`src/hdl/assert_macros.svh`:
```
// Assertion helpers used by slip_frame_decoder.
`ifndef ASSERT_MACROS_SVH
`define ASSERT_MACROS_SVH

// Same-cycle implication, disabled while in reset.
`define ASSERT_IMPLIES(label, clk, rst_n, ante, cons) \
	label: assert property (@(posedge clk) disable iff (!(rst_n)) (ante) |-> (cons)) \
		else $error("assertion failed: implication");

// Next-cycle implication, disabled while in reset.
`define ASSERT_NEXT(label, clk, rst_n, ante, cons) \
	label: assert property (@(posedge clk) disable iff (!(rst_n)) (ante) |=> (cons)) \
		else $error("assertion failed: next-cycle implication");

`endif

```
`src/hdl/sfd_pkg.sv`:
```
// ----------------------------------------------------------------------------
// sfd_pkg
// Types and codes for the SLIP frame decoder.
// ----------------------------------------------------------------------------
package sfd_pkg;

	localparam logic [7:0] SLIP_END     = 8'hC0;
	localparam logic [7:0] SLIP_ESC     = 8'hDB;
	localparam logic [7:0] SLIP_ESC_END = 8'hDC;
	localparam logic [7:0] SLIP_ESC_ESC = 8'hDD;

	localparam logic [1:0] KIND_DATA  = 2'd0;
	localparam logic [1:0] KIND_DONE  = 2'd1;
	localparam logic [1:0] KIND_ABORT = 2'd2;

	typedef enum logic [1:0] {
		MODE_HUNT  = 2'd0,
		MODE_FRAME = 2'd1,
		MODE_ESC   = 2'd2
	} mode_t;

	typedef struct packed {
		logic [7:0] rx_byte;
		logic       end_of_block;
	} byte_item_t;

	typedef struct packed {
		logic [1:0]  result_kind;
		logic [7:0]  data_out;
		logic [15:0] frame_length;
	} result_item_t;

endpackage

```
`src/hdl/slip_frame_decoder.sv`:
```
// ----------------------------------------------------------------------------
// slip_frame_decoder
// Receive side of a SLIP framer: strips END framing, undoes ESC sequences,
// reports frame completion with length or frame abort.
// ----------------------------------------------------------------------------
//  channel   direction  handshake                     payload
//  byte      in         byte_valid / byte_ready       byte_item   (sfd_pkg::byte_item_t)
//  result    out        result_valid / result_ready   result_item (sfd_pkg::result_item_t)
//
// One byte per cycle sustained while the output register is free or drains.
// A byte is registered, decoded against the mode and count registers, and its
// result (if any) lands in the output register, which drives result_valid.
// A held result stalls the input stage only; byte_ready stays high while
// the input stage is empty or can drain. Reset returns to hunting, count 0.
`include "assert_macros.svh"

module slip_frame_decoder (
	input  logic                  clk,
	input  logic                  arst_n,
	input  logic                  byte_valid,
	output logic                  byte_ready,
	input  sfd_pkg::byte_item_t   byte_item,
	output logic                  result_valid,
	input  logic                  result_ready,
	output sfd_pkg::result_item_t result_item
);

	logic                  valid_s1;
	sfd_pkg::byte_item_t   item_s1;
	logic                  go_s1;

	sfd_pkg::mode_t        mode_q, mode_d;
	logic [15:0]           count_q, count_d;
	logic [15:0]           count_inc;

	logic                  res_fire;
	sfd_pkg::result_item_t res;

	logic                  out_valid_q;
	sfd_pkg::result_item_t out_item_q;

	assign go_s1      = valid_s1 && (!out_valid_q || result_ready);
	assign byte_ready = !valid_s1 || go_s1;

	// input stage
	always_ff @(posedge clk or negedge arst_n) begin
		if (!arst_n) begin
			valid_s1 <= 1'b0;
		end else if (byte_ready) begin
			valid_s1 <= byte_valid;
		end
	end

	always_ff @(posedge clk) begin
		if (byte_valid && byte_ready) begin
			item_s1 <= byte_item;
		end
	end

	// mode and count
	always_ff @(posedge clk or negedge arst_n) begin
		if (!arst_n) begin
			mode_q  <= sfd_pkg::MODE_HUNT;
			count_q <= 16'd0;
		end else if (go_s1) begin
			mode_q  <= mode_d;
			count_q <= count_d;
		end
	end

	// saturating increment
	assign count_inc = (count_q == 16'hFFFF) ? count_q : count_q + 16'd1;

	always_comb begin
		mode_d   = mode_q;
		count_d  = count_q;
		res_fire = 1'b0;
		res      = '0;
		case (mode_q)
			sfd_pkg::MODE_FRAME: begin
				if (item_s1.rx_byte == sfd_pkg::SLIP_END) begin
					// empty frame END is ignored
					if (count_q != 16'd0) begin
						res_fire         = 1'b1;
						res.result_kind  = sfd_pkg::KIND_DONE;
						res.frame_length = count_q;
						mode_d           = sfd_pkg::MODE_HUNT;
						count_d          = 16'd0;
					end
				end else if (item_s1.rx_byte == sfd_pkg::SLIP_ESC) begin
					mode_d = sfd_pkg::MODE_ESC;
				end else begin
					res_fire        = 1'b1;
					res.result_kind = sfd_pkg::KIND_DATA;
					res.data_out    = item_s1.rx_byte;
					count_d         = count_inc;
				end
			end
			sfd_pkg::MODE_ESC: begin
				if (item_s1.rx_byte == sfd_pkg::SLIP_ESC_END ||
				    item_s1.rx_byte == sfd_pkg::SLIP_ESC_ESC) begin
					res_fire        = 1'b1;
					res.result_kind = sfd_pkg::KIND_DATA;
					res.data_out    = (item_s1.rx_byte == sfd_pkg::SLIP_ESC_END) ?
					                  sfd_pkg::SLIP_END : sfd_pkg::SLIP_ESC;
					count_d         = count_inc;
					mode_d          = sfd_pkg::MODE_FRAME;
				end else begin
					res_fire        = 1'b1;
					res.result_kind = sfd_pkg::KIND_ABORT;
					mode_d          = sfd_pkg::MODE_HUNT;
					count_d         = 16'd0;
				end
			end
			default: begin
				if (item_s1.rx_byte == sfd_pkg::SLIP_END) begin
					mode_d  = sfd_pkg::MODE_FRAME;
					count_d = 16'd0;
				end else begin
					mode_d = sfd_pkg::MODE_HUNT;
				end
			end
		endcase

		// end of block drops an unfinished frame
		if (item_s1.end_of_block &&
		    (mode_d == sfd_pkg::MODE_FRAME || mode_d == sfd_pkg::MODE_ESC)) begin
			res_fire        = 1'b1;
			res             = '0;
			res.result_kind = sfd_pkg::KIND_ABORT;
			mode_d          = sfd_pkg::MODE_HUNT;
			count_d         = 16'd0;
		end
	end

	// result register
	always_ff @(posedge clk or negedge arst_n) begin
		if (!arst_n) begin
			out_valid_q <= 1'b0;
		end else if (go_s1 && res_fire) begin
			out_valid_q <= 1'b1;
		end else if (result_ready) begin
			out_valid_q <= 1'b0;
		end
	end

	always_ff @(posedge clk) begin
		if (go_s1 && res_fire) begin
			out_item_q <= res;
		end
	end

	assign result_valid = out_valid_q;
	assign result_item  = out_item_q;

	`ASSERT_IMPLIES(a_hunt_count_zero, clk, arst_n,
		mode_q == sfd_pkg::MODE_HUNT, count_q == 16'd0)
	`ASSERT_IMPLIES(a_kind_legal, clk, arst_n,
		out_valid_q, out_item_q.result_kind != 2'd3)
	`ASSERT_NEXT(a_done_fields, clk, arst_n,
		go_s1 && res_fire && res.result_kind == sfd_pkg::KIND_DONE,
		out_item_q.frame_length != 16'd0 && out_item_q.data_out == 8'd0)

endmodule
```
`config.mk`:
```
export PLATFORM = sky130hd
export DESIGN_NAME = slip_frame_decoder
export DESIGN_NICKNAME = d
export VERILOG_FILES = /design/src/hdl/sfd_pkg.sv /design/src/hdl/slip_frame_decoder.sv
export VERILOG_INCLUDE_DIRS = /design/src /design/src/hdl
export SDC_FILE = /design/constraint.sdc
export NUM_CORES = 1
export LEC_CHECK = 0
export BUFFER_PORTS_ARGS = -buffer_cell sky130_fd_sc_hd__buf_2
export CAP_MARGIN = 20
export CORE_MARGIN = 4
export CORE_UTILIZATION = 55
export CTS_CLUSTER_DIAMETER = 60
export DETAILED_ROUTE_END_ITERATION = 12
export PLACE_DENSITY_LB_ADDON = 0.05
export SYNTH_ARGS = -nofsm -noshare
export SYNTH_HDL_FRONTEND = slang
export SYNTH_SLANG_ARGS = --single-unit
```
`constraint.sdc`:
```
create_clock -name clk -period 6.5 [get_ports clk]
set_input_delay 0.65 -clock clk [delete_from_list [all_inputs] [get_ports clk]]
set_output_delay 0.65 -clock clk [all_outputs]
set_load 0.005 [all_outputs]
```
# Yosys cells after proc, flatten, opt, wreduce, memory -nomap -nowiden
# Cells that the tools add are included.
[word_totals]
regBits = 55
in_bits = 13
wordCells = 69
[op_classes]
addsub = 1
n_eq_ne = 11
n_mux = 30
bitwise_logic = 3
n_reduce_logical = 15
[ops]
columns = ["cell", "n"]
rows = [
  ["$mux W16", 7],
  ["$eq A8 B8 Y1 const B", 4],
  ["$pmux W16 S2", 1],
  ["$mux W8", 3],
  ["$pmux W10 S2", 1],
  ["$add A16 B1 Y16 const B", 1],
  ["$eq A16 B16 Y1 const B", 1],
  ["$reduce_bool A16 Y1", 1],
  ["$mux W2", 6],
  ["$mux W1", 9],
  ["$ne A4 B4 Y1 const B", 2],
  ["$mux W5", 1],
  ["$eq A2 B1 Y1 const B", 2],
  ["$eq A2 B2 Y1 const B", 2],
  ["$logic_and A1 B1 Y1", 4],
  ["$logic_or A1 B1 Y1", 4],
  ["$pmux W2 S2", 1],
  ["$reduce_and A4 Y1", 1],
  ["$reduce_bool A4 Y1", 1],
  ["$reduce_or A4 Y1", 1],
  ["$not A1 Y1", 3],
  ["$logic_not A1 Y1", 2],
  ["$pmux W1 S2", 1],
  ["$reduce_bool A2 Y1", 1],
]

# Logic depth before layout (Yosys ltp)
# Gate-level depths: netlist of the first run.
[logic_depth]
depth_word = 10
ltp_mapped = 11
depth_no_buf = 9

# Worst setup path before layout of the first run
# Ideal clock, no wire load.
[synth_timing]
path_type = "reg2reg"
start = "reg mode_q[0]"
end = "reg out_item_q (netlist bit result_item[0]), enable pin"
setup_time_ns = 0.381
t_arrival_ns = 2.247
slack_ns = 3.872
path_stages_with_launch = 9
period_less_slack_ns = 2.628
path_cell_list = "dfrtp_1 -> inv_1 -> ha_1 -> clkbuf_1 -> o32ai_1 -> a32o_1 -> nand2_1 -> a21o_1 -> inv_1"
[synth_via]
elab_chain_len = 8
[synth_rtl]
columns = ["element", "line_no", "source"]
rows = [
  ["from (decl)", "slip_frame_decoder.sv:32", "sfd_pkg::mode_t mode_q, mode_d;"],
  ["from (signal assigned)", "slip_frame_decoder.sv:63", "mode_q <= sfd_pkg::MODE_HUNT;"],
  ["from (signal assigned)", "slip_frame_decoder.sv:66", "mode_q <= mode_d;"],
  ["$mux W2 (on tied branches)", "slip_frame_decoder.sv:90, slip_frame_decoder.sv:83", ""],
  ["$mux W2", "slip_frame_decoder.sv:81", "if (item_s1.rx_byte == sfd_pkg::SLIP_END) begin"],
  ["$pmux W2 S2", "slip_frame_decoder.sv:79", "case (mode_q)"],
  ["$eq A2 B1 Y1 / $eq A2 B2 Y1 (equally long branches)", "slip_frame_decoder.sv:127", "(mode_d == sfd_pkg::MODE_FRAME || mode_d == sfd_pkg::MODE_ESC)) begin"],
  ["$logic_or A1 B1 Y1", "slip_frame_decoder.sv:127", ""],
  ["$logic_and A1 B1 Y1", "slip_frame_decoder.sv:126", "if (item_s1.end_of_block &&"],
  ["$mux W1 (*)", "slip_frame_decoder.sv:126", ""],
  ["$logic_and A1 B1 Y1 (*)", "slip_frame_decoder.sv:148", "if (go_s1 && res_fire) begin"],
  ["to (signal assigned)", "slip_frame_decoder.sv:149", "out_item_q <= res;"],
  ["to (decl)", "slip_frame_decoder.sv:40", "sfd_pkg::result_item_t out_item_q;"],
]
# Every way passes the cells marked *; elsewhere a longest branch is shown, timed or not.
# A chain may end at the register's enable or synchronous reset.

# Final worst setup path of the first run
[layout_timing]
start = "reg item_s1[4] (netlist name)"
end = "reg out_item_q (netlist bit result_item[18]), enable pin"
[layout_via]
elab_chain_len = 9
[layout_rtl]
columns = ["element", "line_no", "source"]
rows = [
  ["from (decl)", "slip_frame_decoder.sv:29", "sfd_pkg::byte_item_t item_s1;"],
  ["from (signal assigned)", "slip_frame_decoder.sv:56", "item_s1 <= byte_item;"],
  ["$eq A8 B8 Y1 (on tied branches)", "slip_frame_decoder.sv:90, slip_frame_decoder.sv:100, slip_frame_decoder.sv:101", ""],
  ["$mux W2 / $logic_or A1 B1 Y1 (equally long branches)", "slip_frame_decoder.sv:90, slip_frame_decoder.sv:100", ""],
  ["$mux W2 / $mux W1 (equally long branches)", "slip_frame_decoder.sv:81, slip_frame_decoder.sv:100", ""],
  ["$pmux W2 S2", "slip_frame_decoder.sv:79", ""],
  ["$eq A2 B1 Y1 / $eq A2 B2 Y1 (equally long branches)", "slip_frame_decoder.sv:127", ""],
  ["$logic_or A1 B1 Y1", "slip_frame_decoder.sv:127", ""],
  ["$logic_and A1 B1 Y1", "slip_frame_decoder.sv:126", ""],
  ["$mux W1 (*)", "slip_frame_decoder.sv:126", ""],
  ["$logic_and A1 B1 Y1 (*)", "slip_frame_decoder.sv:148", ""],
]
# Marks and branches as above.

==> results of run 1 <==
[sequential cells by signal, indices dropped and copies added (netlist names)]
name          flops
item_s1           9
result_valid      1
count_q          16
result_item      26
mode_q            2
valid_s1          1
[cell families after synthesis]
logic type	synth area share, %
and+or+nand+nor	23.5
AOI/OAI and AO/OA	16.3
DFF	55.0
buffers and inverters	3.46
adders and majority gates	1.77
[Yosys cell counts, types with 4 or more instances]
cell type  instances
nor2_1            14
nor3_1             9
nand2_1           27
a31oi_1            4
a211oi_1           4
and3_1             4
nand3_1            7
inv_1             11
nand4_1            6
o21ai_0            7
ha_1               4
nand2b_1           4
and2_1            22
edfxtp_1          35
o211ai_1           4
dfrtp_1           20
a221o_1            4
a21oi_1            7
[worst max path at each step]
stage / from / endpoint / depth (start not counted)
after floorplan: mode_q[0]$_DFFE_PN0P_ / result_item[0]$_SDFFCE_PP0P_ / 8
after global placement: mode_q[0]$_DFFE_PN0P_ / result_item[14]$_SDFFCE_PP0P_ / 9
after detailed placement: item_s1[4]$_DFFE_PP_ / result_item[9]$_SDFFCE_PP0P_ / 7
after CTS: item_s1[4]$_DFFE_PP_ / result_item[24]$_SDFFCE_PN0P_ / 7
after global routing: item_s1[4]$_DFFE_PP_ / result_item[18]$_SDFFCE_PN0P_ / 7
final: item_s1[4]$_DFFE_PP_ / result_item[18]$_SDFFCE_PN0P_ / 7
[final cells by class]
class | instances | area (um2) | area share (%)
flip-flops and latches | 55 | 1550 | 49.4
multi-input cells | 180 | 1170 | 37.3
repair buffers | 40 | 200 | 6.37
well taps | 67 | 83.8 | 2.67
clock buffers | 5 | 68.8 | 2.19
inverters | 11 | 41.3 | 1.31
clock inverters | 3 | 25.0 | 0.796
[through the flow]
step           utilization (%)  instance area [um2]  worst slack, ns
4_1_cts                   64.8                 3140             3.39
3_5_place_dp              62.9                 3050             3.43
2_1_floorplan                -                 2820             3.87
5_1_grt                   64.8                 3140             3.09
6_report                  64.8                 3140             3.36
3_3_place_gp              62.9                 3050             3.45
[power breakdown]
| part | internal (W) | leakage, nW | switching (W) |
|---|---|---|---|
| Clock | 0.0000772 | 0.0443 | 0.000114 |
| Combinational | 0.0000192 | 0.610 | 0.0000249 |
| Sequential | 0.000383 | 0.637 | 0.0000188 |
[per-layer routing]
layer  up-vias  share of wire [%]
li1       1038                  -
met1       961                 49
met2       107                 41
met3        11                8.3
met4         0                1.5
met5         -                  0
[critical path, delay by kind of cell, from the launching register on]
kind            cells  cell delay [ns]
compound gates      4             0.93
flops               1             0.47
simple gates        2             0.68
buf+inv             1             0.68
==> out/results.tsv, run 1 <==
metric	value	unit
Post-Synthesis Cells	254	
Initial Util	58.2	%
r2r setup slk	3.36	ns
total global routing overflow	0	
fin crit share	48.3	%
fraction of registers with async set/reset	36.4	%
Finished Layout Cells	361	
I/O pin cnt	41	
vias post-DR	2117	
RSZ-0062 raised after global routing	false	
Power Total	0.000636	W
CTS tree	done	
Worst Path Max Fanout	26	
CP max-delay cell	inv_1	
Ys Warns	0	
leakage dissipation	1.29	nW
Reg clk slew, reported paths	0.10	ns
CP Cell Sequence	nor4_1, a31oi_1, o32ai_1, a32o_1, nand2_1, a21o_1, inv_1	
EDFF count, synth	35	
die width	79.6	um
All-Layer GR Usage	19.0	%
clock buffer depth	2	
Clock Sink Count	55	
WP data required	6.44	ns
crit end category	flop	
Final GP Congestion	0.873	
Antenna Violating Nets Remaining	0	
Area Overhead vs Synth	11.4	%
Seq cells post-synth	55	
post-DP HPWL	4030	um
pin count of the biggest net entering global routing	27	
IO Port Bufs	40	
DRC violations left	0	
area share of the largest cell type after synthesis	37.3	%
initial antenna violation count	0	
# hold bufs at CTS	0	
vias per cell	5.86	
CTS H-tree depth	2	
library cells used by synthesis	56	
shortest period the worst path allows	3.14	ns
sequential area share after synthesis	55.0	%
Slew HR	39.0	%
VDD IR-drop max	0.125	mV
n_diodes	0	
final setup fails	0	
drt first pass iters	5	
clk_skew	0.00909	ns
met1 Resource Use GR	28.8	%
final hold vios	0	
ys flop type	edfxtp_1	
clock latency on the worst-skew pair	0.31	ns
Setup Buffers After CTS	0	
WHS	0.263	ns
status	finished clean	
most common library cell in the layout ignoring fill and taps	buf_2	
synthesized area	2820	um2
Power Dens Cells	203	nW/um2
Final nets	310	
core outline area	4850	um2
root buffer cell	clkbuf_8	
Die H	79.6	um
WS Path Type	reg2reg	
detail-routed net length per standard cell	15.5	um
r2r startpoint	item_s1[4]$_DFFE_PP_	
met2 usage	27.2	%
CP max stage delay	0.68	ns
ratio of cells with drive above 1 in the final layout	20.4	%
met3 Use GR	4.18	%
std cell rows	25	
vias in the first global route	1880	
synthesized area per cell	11.1	um2
Worst Setup Start Kind	flop	
worst reg-to-reg path cell count	7	
die area	6340	um2
f_max	318	MHz
most frequent cells in the layout	buf_2, edfxtp_1, nand2_1	
max cap viols	0	
fill count	387	
Synth area leader	edfxtp_1	
number of buffers created by CTS	5	
Slew @ Worst Pin	0.914	ns
post-cts resize count	0	
Slew Limit Fails	0	
WL final	5590	um
first-pass GRT wire length	9360	um
GRT busiest layer	met1	
1st-iter DRT viols	174	
Critical R2R Capture	result_item[18]$_SDFFCE_PN0P_	
HP Class	in2async	
syn_nets	271	
Synth area leaders	edfxtp_1, dfrtp_1, and2_1	
crit path DAT	3.08	ns
placed instance count	353	
Setup TNS	0	ns
Power figures use the tool's default switching activity.
==> inputs of run 2 (changes only) <==
Settings changed: CORE_UTILIZATION 55 to 51.
Clock period 6.5 ns to 2.85 ns, I/O delays scaled along.
==> run 2 against run 1 <==
Clock skew rose by 0.0066 ns. Highest routed layer unchanged. Critical path depth grew 2. Routed wire length is 3.2% higher. Sequential cell count stayed put. Clock power increased to 2.6 times the previous value. Cell area up 5.1%.
==> out/results.tsv, run 2 (same netlist as run 1, synthesis figures left out) <==
metric	value	unit
critical path's top delay family	compound AO/OA/AOI/OAI gates	
HP Class	in2reg	
CP max-delay cell	dfrtp_1	
Setup Buffers After CTS	0	
n_diodes	0	
core outline area	5240	um2
clock buffer depth	2	
Slew HR	55.5	%
Antenna Violating Nets Remaining	0	
worst reg-to-reg path cell count	9	
fill count	432	
initial antenna violation count	0	
detail-routed net length per standard cell	15.1	um
WP data required	3.05	ns
status	finished clean	
DRC violations left	0	
vias per cell	5.66	
root buffer cell	clkbuf_8	
max reg flops	26	
crit end category	flop	
I/O pin cnt	41	
IO Port Bufs	40	
drt first pass iters	4	
final hold vios	0	
critical path buffer and inverter count	1	
VDD IR-drop max	0.339	mV
r2r setup slk	0.30	ns
WP depth	9	
Initial Util	53.9	%
Clock Sink Count	55	
die width	82.4	um
Final GP Congestion	0.939	
post-DP HPWL	4370	um
WL final	5760	um
Worst Setup Start Kind	flop	
# hold bufs at CTS	1	
Hold Path Stages	1	
shortest period the worst path allows	2.55	ns
max cap viols	0	
most frequent cells in the layout	buf_2, edfxtp_1, nand2_1	
r2r startpoint	count_q[0]$_DFFE_PN0P_	
1st-iter DRT viols	129	
register area	1550	um2
vias post-DR	2158	
Slew @ Worst Pin	0.659	ns
Slew Limit Fails	0	
CTS tree	done	
WS Path Type	reg2reg	
Hold Crit Endpoint	item_s1[2]$_DFFE_PP_	
CP Cell Sequence	inv_1, ha_1, nor4b_2, nand4_2, a211o_1, a32o_1, a21bo_1, and3_4, a221o_1	
Reg clk slew, reported paths	0.10	ns
crit path DAT	2.75	ns
die area	6790	um2
Critical R2R Capture	count_q[8]$_DFFE_PN0P_	
multi-input logic area	1170	um2
clock latency on the worst-skew pair	0.31	ns
Power Total	0.00151	W
Final nets	327	
CP max stage delay	0.41	ns
pin count of the biggest net entering global routing	27	
Worst Path Max Fanout	5	
number of buffers created by CTS	5	
first-pass GRT wire length	9840	um
total global routing overflow	0	
leakage dissipation	1.39	nW
ratio of cells with drive above 1 in the final layout	24.1	%
Power Dens Cells	456	nW/um2
Setup TNS	0	ns
RSZ-0062 raised after global routing	false	
post-cts resize count	0	
final setup fails	0	
All-Layer GR Usage	19.2	%
f_max	392	MHz
Area Overhead vs Synth	17.1	%
std cell rows	26	
vias in the first global route	1996	
CTS H-tree depth	2	
clk_skew	0.0157	ns
most common library cell in the layout ignoring fill and taps	buf_2	
Die H	82.4	um
hold_sp	byte_item[2]	
fin crit share	89.4	%
run 2: per-stage QoR:
step	setup slack (ns)	cells	instance area, um2	hold slack, ns	util (%)
2_1_floorplan	0.222	254	2820	-0.0106	-
3_3_place_gp	0.348	372	3190	0.259	60.8
3_5_place_dp	0.299	372	3190	0.261	60.8
4_1_cts	0.296	381	3300	0.147	63.1
5_1_grt	0.114	381	3300	0.135	63.1
6_report	0.302	381	3300	0.152	63.1
run 2: how the worst max path moves through the flow:
| stage | startpoint | to | slack [ns] |
|---|---|---|---|
| final | count_q[0]$_DFFE_PN0P_ | count_q[8]$_DFFE_PN0P_ | 0.30 |
| after floorplan | mode_q[0]$_DFFE_PN0P_ | result_item[0]$_SDFFCE_PP0P_ | 0.22 |
| after global routing | count_q[0]$_DFFE_PN0P_ | count_q[0]$_DFFE_PN0P_ | 0.11 |
| after global placement | count_q[0]$_DFFE_PN0P_ | count_q[8]$_DFFE_PN0P_ | 0.35 |
| after CTS | count_q[0]$_DFFE_PN0P_ | count_q[8]$_DFFE_PN0P_ | 0.30 |
| after detailed placement | count_q[0]$_DFFE_PN0P_ | count_q[8]$_DFFE_PN0P_ | 0.30 |
run 2: layout make-up:
cell class	instances	area share, %
Inverter	11	1.25
Multi-Input combinational cell	180	35.5
Clock buffer	5	2.08
Sequential cell	55	47.0
Tap cell	70	2.65
Timing Repair Buffer	57	10.4
Clock inverter	3	1.17
run 2: layer usage:
metal  track usage (%)  vias to the layer above  routed length [um]
met5                 0                        -                   0
met4              6.98                        0                  85
met3              3.36                        8                 489
met2              28.2                       83                2510
met1              28.3                      998                2680
li1                  -                     1069                   -
run 2: power breakdown:
part	switching, W	internal [W]	total (W)
Combinational	0.0000556	0.0000446	0.000100
Clock	0.000237	0.000257	0.000494
Sequential	0.0000401	0.000873	0.000913
